==> src/hw/rtl/ocv_pkg.sv <==
// Shared codes, constants, state type and claim share table of the claim grid block.
package ocv_pkg;

   // Width of a region label as it arrives on the request channel.
   localparam int LBL_W = 9;

   // Width of a per-label vote total, unsigned Q12.24 after weighting.
   localparam int VT_W = 36;

   // Claim values in Q1.16.
   localparam logic [16:0] Q_ONE  = 17'd65536;
   localparam logic [16:0] Q_HALF = 17'd32768;

   // Fill map codes.
   localparam logic [1:0] MAP_EMPTY    = 2'd0;
   localparam logic [1:0] MAP_INTERIOR = 2'd1;
   localparam logic [1:0] MAP_OUTLINE  = 2'd2;

   // Request codes.
   localparam logic [2:0] REQ_START  = 3'd0;
   localparam logic [2:0] REQ_POINT  = 3'd1;
   localparam logic [2:0] REQ_CLOSE  = 3'd2;
   localparam logic [2:0] REQ_ASSIGN = 3'd3;
   localparam logic [2:0] REQ_ZERO   = 3'd4;
   localparam logic [2:0] REQ_READ   = 3'd5;
   localparam logic [2:0] REQ_CLEAR  = 3'd6;

   // Status codes.
   localparam logic [2:0] STS_OK    = 3'd0;
   localparam logic [2:0] STS_LABEL = 3'd1;
   localparam logic [2:0] STS_SEED  = 3'd2;
   localparam logic [2:0] STS_POINT = 3'd3;
   localparam logic [2:0] STS_PIXEL = 3'd4;

   // Register indexes of the control port.
   localparam logic [1:0] CSR_WIDTH  = 2'd0;
   localparam logic [1:0] CSR_HEIGHT = 2'd1;
   localparam logic [1:0] CSR_CENTER = 2'd2;
   localparam logic [1:0] CSR_SIDE   = 2'd3;

   // Sequencer states.
   typedef enum logic [4:0] {
      ST_CLEAR,
      ST_IDLE,
      ST_RCLR,
      ST_PT_WR,
      ST_SEED,
      ST_SEED_CHK,
      ST_POP,
      ST_POP_W,
      ST_NB_RD,
      ST_NB_CHK,
      ST_CL,
      ST_ZO,
      ST_RD_W,
      ST_VN_RD,
      ST_VN_W,
      ST_VA_RD,
      ST_VA_ADD,
      ST_VW,
      ST_DONE
   } state_type;

   // Share of one claim when a pixel holds n claims, floor(65536 / n) for n from 1 to 8; other n give 65536.
   function automatic logic [16:0] q_share(input logic [3:0] n);
      logic [16:0] r;
      unique case (n)
         4'd2:    r = 17'd32768;
         4'd3:    r = 17'd21845;
         4'd4:    r = 17'd16384;
         4'd5:    r = 17'd13107;
         4'd6:    r = 17'd10922;
         4'd7:    r = 17'd9362;
         4'd8:    r = 17'd8192;
         default: r = 17'd65536;
      endcase
      return r;
   endfunction

endpackage

==> src/hw/rtl/ocv_claim_value.sv <==
// Values the claim set of one pixel: the share of each claim and the no-label share.
module ocv_claim_value #(
   parameter int MAX_CLAIMS = 4
) (
   input  logic [$clog2(MAX_CLAIMS+1)-1:0] count,
   input  logic                            interior,
   output logic [$clog2(MAX_CLAIMS+1)-1:0] n_eff,
   output logic [16:0]                     val,
   output logic [16:0]                     nol
);

   localparam int CNTW = $clog2(MAX_CLAIMS + 1);

   // Clip the count to the list size, then pick the value by case.
   always_comb begin
      n_eff = (count > CNTW'(MAX_CLAIMS)) ? CNTW'(MAX_CLAIMS) : count;
      val   = '0;
      nol   = '0;
      if (n_eff == '0) begin
         nol = ocv_pkg::Q_HALF;
      end else if (n_eff == CNTW'(1)) begin
         if (interior) begin
            val = ocv_pkg::Q_ONE;
         end else begin
            val = ocv_pkg::Q_HALF;
            nol = ocv_pkg::Q_HALF;
         end
      end else begin
         val = ocv_pkg::q_share(4'(n_eff));
      end
   end

endmodule

==> config.mk <==
export PLATFORM = sky130hd
export DESIGN_NAME = ocv_claim_value
export DESIGN_NICKNAME = d
export VERILOG_FILES = /design/src/hw/rtl/ocv_pkg.sv /design/src/hw/rtl/ocv_claim_value.sv
export SDC_FILE = /design/constraint.sdc
export NUM_CORES = 1
export LEC_CHECK = 0
export BUFFER_PORTS_ARGS = -buffer_cell sky130_fd_sc_hd__buf_2
export CAP_MARGIN = 25
export CORE_AREA = 8 8 45 47
export DETAILED_ROUTE_END_ITERATION = 10
export DIE_AREA = 0 0 53 55
export PLACE_DENSITY_LB_ADDON = 0.15
export SYNTH_ARGS = -nofsm -noshare
export SYNTH_HDL_FRONTEND = slang
export SYNTH_SLANG_ARGS = --single-unit
export TNS_END_PERCENT = 1
==> constraint.sdc <==
create_clock -name vclk -period 0.8
set_input_delay 0.12 -clock vclk [all_inputs]
set_output_delay 0.12 -clock vclk [all_outputs]
set_load 0.01 [all_outputs]
# Word-level counts from Yosys, hierarchy flattened
# Index checks and enable logic that the tools add are counted.
[word_totals] reg_bits=0 latchBits=0 mem_bits_rw=0 mem_bits_ro=0 inputBits=4 output_inout_bits=37 wordCells=17 n_memories=0
[op_classes] add_sub_neg=0 multipliers=0 div=0 n_lt_le_gt_ge=1 n_eq_ne=7 shifts=0 mux=8 bitwise_logic=0 reduce_logical=1
[op_table] op="$pmux 17 s6" n=1
[op_table] op="$mux 17" n=3
[op_table] op="$mux 16" n=3
[op_table] op="$eq 3x3->1 const B" n=4
[op_table] op="$eq 3x2->1 const B" n=2
[op_table] op="$eq 3x1->1 const B" n=1
[op_table] op="$gt 3x3->1 const B" n=1
[op_table] op="$logic_not 3->1" n=1
[op_table] op="$mux 3" n=1

# Depth between registers and ports, before layout
# Gate-level depths: netlist of the first run.
[logic_depth] word_depth=6 ltp_mapped=3 depth_no_buf=2

# Worst setup path after synthesis of the first run
# OpenSTA, ideal clock, no wires.
[synth_path] path_type="input-to-output" startpoint="input count[2]" endpoint="output val[12]" arrival_ps=757 required_ps=680 setup_slack_ps=-77 stages=3 path_buffers=1 path_cell_list="and2b_1 -> and2_1 -> buf_4"
[synth_via] elab_chain_len=6 word_cells_on_any_way=13 classes_between="order compare: 1; eq/ne: 7; mux: 4; reduce/logical: 1"
[synth_lines] item="start: declaration" line="ocv_claim_value.sv:5" source="input logic [$clog2(MAX_CLAIMS+1)-1:0] count,"
[synth_lines] item="$gt 3x3->1" line="ocv_claim_value.sv:16" source="n_eff = (count > CNTW'(MAX_CLAIMS)) ? CNTW'(MAX_CLAIMS) : count;"
[synth_lines] item="$mux 3 *" line="ocv_claim_value.sv:16"
[synth_lines] item="$eq 3x3->1 / $eq 3x2->1 (equally long branches)" line="ocv_pkg.sv:67" source="unique case (n)"
[synth_lines] item="$pmux 17 s6" line="ocv_pkg.sv:67"
[synth_lines] item="$mux 17" line="ocv_claim_value.sv:21" source="end else if (n_eff == CNTW'(1)) begin"
[synth_lines] item="$mux 17 *" line="ocv_claim_value.sv:19" source="if (n_eff == '0) begin"
[synth_lines] item="end: declaration" line="ocv_claim_value.sv:8" source="output logic [16:0] val,"
# Every way passes the cells marked *; elsewhere a longest branch is shown, timed or not.

# Worst setup path after layout of the first run
[layout_path] startpoint="input count[1]" endpoint="output val[15]"
# The elaborated chain is that of the path after synthesis.

==> metrics, run 1 <==
GR Util All Layers 4.09%; Ys Warns 0; main combinational cell family by area after synthesis buffers and inverters; Core ar. 0.00138 mm2; final non-filler cell total 74; Hold/Removal Path Class primary input to output pin; DIE AREA 0.00292 mm2; via count 234; post-synthesis cell type count 12; wire length of the first global-routing pass 952 um; sequential cells 0; dpl cells 74; Syn Area/Cell 7.19 um2; Simple-Gate Fraction of Synth Area 22.6%; Die Ht 55 um; GP Congestion 0.701; initial antenna violation count 0; Die X 53 um; grt met1 use 5.73%; worst-path maximum fanout 2; met3 Usage GRT 2.67%; Pwr Total 0.199 mW; routed wire length 761 um; WP data required 0.68 ns; post-route ant nets 0; Seq. cell area 0 um2; GR Overflow Total 0; xor/xnor share of the synthesized area 0%; vias in the first global route 207; Pwr per Cell Area 510 mW/mm2; initial core utilization 20.8%; Setup Buffers After CTS 0; Pre-Repair DR Iteration Count 1; failing checks negative setup slack; final period utilization 126%; layout cells sized above 1 50.0%; area occupied by multi-input gates 184 um2; Seq/Total Area, Yosys 0%; met2 usage 5.27%; min Tclk post-route 1.01 ns; largest net degree at the start of global routing 10; Final Max Tran Viols 0; WS Path Type primary input to output pin; # Max-Cap Violations 0; Arr. time, crit path 0.89 ns; Area Growth Syn to Fin 35.2%; status finished with violations; Mapped Cells 40; RSZ-0062 raised after global routing yes; Synth Area in Adders 0%; WL/cell 10.3 um; Port Buffer Count 18; Fin. Hold Viols 0; IO Pins 41; VDD IR-drop max 0.166 mV; # diodes 0; drt drc 0; mux cell area share after synthesis 0%; CLK BUF 0; leakage power 0.242 nW; CP Capture Type output pin; Setup WS post-layout -0.210 ns; vias per inst 3.16; drt first-iter violations 0; Layout Utilization 28.1%; Hold Buf Count CTS 0; CP Launch Type primary input; Synth Cell Area 288 um2; Synth Area in Compound Gates 6.96%; fin nets 64; final setup fails 10; fmax 0.990 GHz; HPWL after DPL 682 um; grt peak-use layer met1; row count 14; FILL cells 160
cell type report:
| type | count | area share [%] |
|---|---|---|
| repair buffers | 23 | 47.6 |
| multi-input cells | 35 | 47.3 |
| well taps | 16 | 5.14 |
worst max-delay path: stages:
cell and delay (ns):
buf_6 0.09, or3b_4 0.38, a21oi_2 0.15, buf_2 0.14
cell families after synthesis:
family,after synthesis
buf+inv,27
simple gates,9
compound gates,3
other cells,1
metal layers:
metal  wire length, um  share of wire (%)
met2               303                 40
met3               151                 20
met5                 0                  0
met4                 0                  0
met1               306                 40
what timing repair did:
| item | in CTS | in global routing |
|---|---|---|
| resized for setup | 8 | 5 |
| pin swaps | 6 | 3 |
| endpoints found under the setup margin | 10 | 11 |
| hold endpoints to repair | 0 | 0 |
synthesized netlist by cell type:
cell type,instances,area [um2]
or3b_1,1,8.76
and2_1,4,25.0
conb_1,1,3.75
and3b_2,1,10.0
a21oi_1,1,5.00
a21o_1,1,7.51
or2b_1,1,7.51
clkbuf_1,1,3.75
and2b_1,1,7.51
a211oi_1,1,7.51
nor2b_1,1,6.26
buf_4,26,195
through the flow:
stage          TNS (ns)  hold WS (ns)  worst slack (ns)  cell area, um2
6_report         -0.619         0.484            -0.210             389
3_3_place_gp      -1.13         0.543            -0.232             329
4_1_cts          -0.623         0.492            -0.206             370
3_5_place_dp      -1.10         0.537            -0.234             329
2_1_floorplan  -0.00422         0.266          -0.00422             380
5_1_grt           -1.02         0.500            -0.261             389
layout by cell type (no fill, tap or decap), drive strengths merged:
cell type	instances
a211oi	1
a21o	1
a21oi	1
and2	4
and2b	1
and3b	1
buf	23
conb	23
nor2b	1
or2b	1
or3b	1
report_power, final:
part           total [mW]  internal, mW  switching (mW)
logic               0.199        0.0879           0.111
clock network           0             0               0
registers               0             0               0
total               0.199        0.0879           0.111
worst paths after layout:
| check | start | endpoint | slack [ns] | depth (start not counted) |
|---|---|---|---|---|
| max | count[1] | val[15] | -0.21 | 4 |
| min | count[2] | nol[15] | 0.48 | 3 |
Note: power is estimated with default switching activity, not from simulation.
==> run 2: changes to the inputs <==
==> constraint.sdc (replaced) <==
create_clock -name vclk -period 0.8
set_input_delay 0 -clock vclk [all_inputs]
set_output_delay 0 -clock vclk [all_outputs]
set_load 0.01 [all_outputs]
==> metrics, run 2 (synthesis results as in run 1) <==
status finished clean; CP Launch Point count[1]; initial core utilization 20.8% (unchanged); fin nets 61 (-4.7%); VDD IR-drop max 0.142 mV (-14%); Hold/Removal Path Class primary input to output pin; Core ar. 0.00138 mm2 (unchanged); Fin. Hold Viols 0 (unchanged); CP Launch Type primary input; Pre-Repair DR Iteration Count 1 (unchanged); commonest cells after routing, fill and taps aside conb_1 (23), buf_2 (17), and2_1 (4); GP Congestion 0.704 (+0.39%); Final TNS setup 0 ns (+0.619 ns); Final Max Tran Viols 0 (unchanged); Hold Buf Count CTS 0 (unchanged); min Tclk post-route 0.753 ns (-0.257 ns); Reg power frac 0% (unchanged); initial antenna violation count 0 (unchanged); cell-internal power 0.0531 mW (-40%); DIE AREA 0.00292 mm2 (unchanged); combinational power share 100.0% (about the same); WP data required 0.80 ns (+0.12 ns); row count 14 (unchanged); CLK BUF 0 (unchanged); drt first-iter violations 0 (unchanged); largest net degree at the start of global routing 10 (unchanged); via count 219 (-6.4%); GR Util All Layers 3.38% (-0.71 points); clock share of power 0% (unchanged); Pwr per Cell Area 521 mW/mm2 (+2.1%); CP Capture Type output pin; post-route ant nets 0 (unchanged); fmax 1.33 GHz (+34%); commonest non-fill, non-tap cell in the layout conb_1; Setup WS post-layout 0.0472 ns (+0.257 ns); drt drc 0 (unchanged); final period utilization 94.1% (-32 points); routed wire length 711 um (-6.6%); Setup crit end val[15]; Area Growth Syn to Fin 6.09%; Arr. time, crit path 0.75 ns (-0.14 ns); vias per inst 3.08 (-2.5%); # diodes 0 (unchanged); Switching Power 0.106 mW (-4.2%); final setup fails 0 (-10); switch share 66.6% (+11 points); layout cells sized above 1 41.8% (-8.2 points); dpl ws 0.0284 ns (+0.262 ns); HPWL after DPL 654 um (-4.1%); GR Overflow Total 0 (unchanged); Setup Buffers After CTS 0 (unchanged); worst-path maximum fanout 2 (unchanged); sequential cells 0 (unchanged); Die X 53 um (unchanged); Seq. cell area 0 um2 (unchanged); WS Path Type primary input to output pin; IO Pins 41 (unchanged); # Max-Cap Violations 0 (unchanged); Port Buffer Count 18 (unchanged); leakage power 0.210 nW (-13%); WL/cell 10.0 um (-2.6%); wire length of the first global-routing pass 821 um (-14%); Die Ht 55 um (unchanged); vias in the first global route 182 (-12%)
## run 2: repair_timing
action                                  CTS  global route
resized for setup                         0             3
hold endpoints to repair                  0             0
endpoints found under the setup margin    0             1
## run 2: worst max-delay path, stage by stage
cell	delay [ns]
buf_2	0.10
or3b_4	0.38
a21oi_2	0.12
buf_2	0.14
## run 2: worst min path at each step
stage               endpoint  cells past startpoint      from
finish               nol[15]                      3  interior
detailed placement   nol[15]                      3  interior
global placement     nol[15]                      3  interior
global route         nol[15]                      3  interior
floorplan            val[15]                      1  count[2]
CTS                  nol[15]                      3  interior
## run 2: power by group through the flow
stage                     registers [mW]  clock network (mW)  logic [mW]
after floorplan                        0                   0       0.182
after global placement                 0                   0       0.150
after global routing                   0                   0       0.175
final                                  0                   0       0.159
after CTS                              0                   0       0.150
after detailed placement               0                   0       0.149
## run 2: final cells by class
| class | instances | area, um2 |
|---|---|---|
| Fill cell | 166 | 1080 |
| Multi-Input combinational cell | 35 | 178 |
| Timing Repair Buffer | 20 | 108 |
| Tap cell | 16 | 20.0 |
## run 2: per-layer routing
metal / vias up / wire [um] / track usage, %
li1: 105 / - / -
met1: 86 / 276 / 5.28
met2: 28 / 228 / 4.10
met3: 0 / 205 / 1.60
met4: 0 / 0 / 0
met5: - / 0 / 0
## run 2: metrics by stage
step                      cells  cell area, um2  power [mW]  util, %  hold slack [ns]
after floorplan              62             370       0.182        -           0.0441
after global placement       71             297       0.150     21.4            0.294
after detailed placement     71             297       0.149     21.4            0.290
after CTS                    71             297       0.150     21.4            0.290
after global routing         71             305       0.175     22.1            0.309
final                        71             305       0.159     22.1            0.293
==> run 3: changes to the inputs <==
--- a/config.mk
+++ b/config.mk
@@ -6,7 +6,6 @@
 export NUM_CORES = 1
 export LEC_CHECK = 0
 export BUFFER_PORTS_ARGS = -buffer_cell sky130_fd_sc_hd__buf_2
-export CAP_MARGIN = 25
 export CORE_AREA = 8 8 45 47
 export DETAILED_ROUTE_END_ITERATION = 10
 export DIE_AREA = 0 0 53 55
==> constraint.sdc (replaced) <==
create_clock -name vclk -period 0.9
set_input_delay 0 -clock vclk [all_inputs]
set_output_delay 0 -clock vclk [all_outputs]
set_load 0.01 [all_outputs]
==> metrics, run 3 (synthesis results as in run 1) <==
Switching Power 0.0908 mW (-14%); final setup fails 0 (unchanged); final non-filler cell total 69 (-2.8%); vias per inst 3.12 (+1.0%); Hold/Removal Path Class primary input to output pin; worst hold slack 0.271 ns (-0.0225 ns); Hold Buf Count CTS 0 (unchanged); Final TNS setup 0 ns (unchanged); drt drc 0 (unchanged); clock share of power 0% (unchanged); initial antenna violation count 0 (unchanged); wire length of the first global-routing pass 862 um (+5.0%); CP Capture Type output pin; largest net degree at the start of global routing 11 (+1); CP Launch Type primary input; Pwr per Cell Area 457 mW/mm2 (-12%); Die Ht 55 um (unchanged); WP data required 0.90 ns (+0.10 ns); Arr. time, crit path 0.82 ns (+0.07 ns); dpl cell area 282 um2 (-5.1%); layout cells sized above 1 35.8% (-6.0 points); Port Buffer Count 18 (unchanged); WL/cell 9.75 um (-2.6%); GR Overflow Total 0 (unchanged); cell-internal power 0.0380 mW (-29%); min-delay src count[2]; Core ar. 0.00138 mm2 (unchanged); Layout Utilization 20.3% (-1.7 points); Slowest-stage cell, CP or3b_1; post-route ant nets 0 (unchanged); Seq. cell area 0 um2 (unchanged); fin nets 59 (-3.3%); vias in the first global route 197 (+8.2%); Pwr Total 0.129 mW (-19%); initial core utilization 20.8% (unchanged); fmax 1.22 GHz; design area 282 um2 (-7.8%); row count 14 (unchanged); Reg power frac 0% (unchanged); WHS Path Cells 2 (-1); IO Pins 41 (unchanged); status finished clean; Pre-Repair DR Iteration Count 2 (+1); # diodes 0 (unchanged); dpl cells 69 (-2.8%); min Tclk post-route 0.819 ns; worst-path maximum fanout 10 (+8); WS Path Type primary input to output pin; area occupied by multi-input gates 171 um2 (-3.5%); final period utilization 90.9%; CLK BUF 0 (unchanged); drt first-iter violations 1 (+1); sequential cells 0 (unchanged); commonest cells after routing, fill and taps aside conb_1 (23), buf_2 (18), and2_1 (4); # Max-Cap Violations 0 (unchanged); Critical Path Max Stage Delay 0.37 ns (about the same); Final Max Tran Viols 0 (unchanged); DIE AREA 0.00292 mm2 (unchanged); Setup Buffers After CTS 0 (unchanged); VDD IR-drop max 0.122 mV (-14%); Area Growth Syn to Fin -2.17%; GR Util All Layers 3.54% (+0.16 points); Setup WS post-layout 0.0815 ns (+0.0342 ns); combinational power share 100.0% (about the same); FILL cells 170 (+2.4%); Die X 53 um (unchanged); via count 215 (-1.8%); Hold Path End n_eff[2]; critical-path cell list buf_2 > or3b_1 > a21oi_1 > buf_2; dpl ws 0.0885 ns (+0.0601 ns); Fin. Hold Viols 0 (unchanged); RSZ-0062 raised after global routing no; commonest non-fill, non-tap cell in the layout conb_1; switch share 70.5% (+3.9 points); post-CTS sizing 0 (unchanged); most frequent CP cell buf_2; leakage power 0.199 nW (-5.4%); GP Congestion 0.709 (+0.68%); routed wire length 673 um (-5.3%); HPWL after DPL 623 um (-4.7%)
==> run 3: worst max-delay path by stage <==
stage                     startpoint      end  slack [ns]  cells after the start
after global placement      count[1]  val[15]        0.08                      4
after detailed placement    count[1]  val[15]        0.09                      4
after CTS                   count[1]  val[15]        0.08                      4
after floorplan             count[2]  val[12]        0.26                      3
final                       count[1]  val[15]        0.08                      4
after global routing        count[1]  val[15]        0.04                      4
==> run 3: layout make-up <==
class	instances	share of cell area, %
multi-input cells	35	60.9
repair buffers	18	32.0
well taps	16	7.11
==> run 3: layer usage <==
layer | up-vias | track usage [%] | routed length (um)
met5 | - | 0 | 0
met4 | 0 | 0 | 0
met3 | 0 | 0.535 | 160
met2 | 28 | 4.30 | 215
met1 | 84 | 6.18 | 297
li1 | 103 | - | -
==> run 3: power by group through the flow <==
stage	Clock [mW]	Sequential [mW]	Combinational, mW
after floorplan	0	0	0.162
after global placement	0	0	0.127
final	0	0	0.129
after global routing	0	0	0.144
after CTS	0	0	0.126
after detailed placement	0	0	0.126
==> run 3: worst max-delay path, delay by kind of cell <==
family / cells / cell delay, ns
and+or+nand+nor: 1 / 0.37
buffers and inverters: 2 / 0.29
AOI/OAI and AO/OA: 1 / 0.15
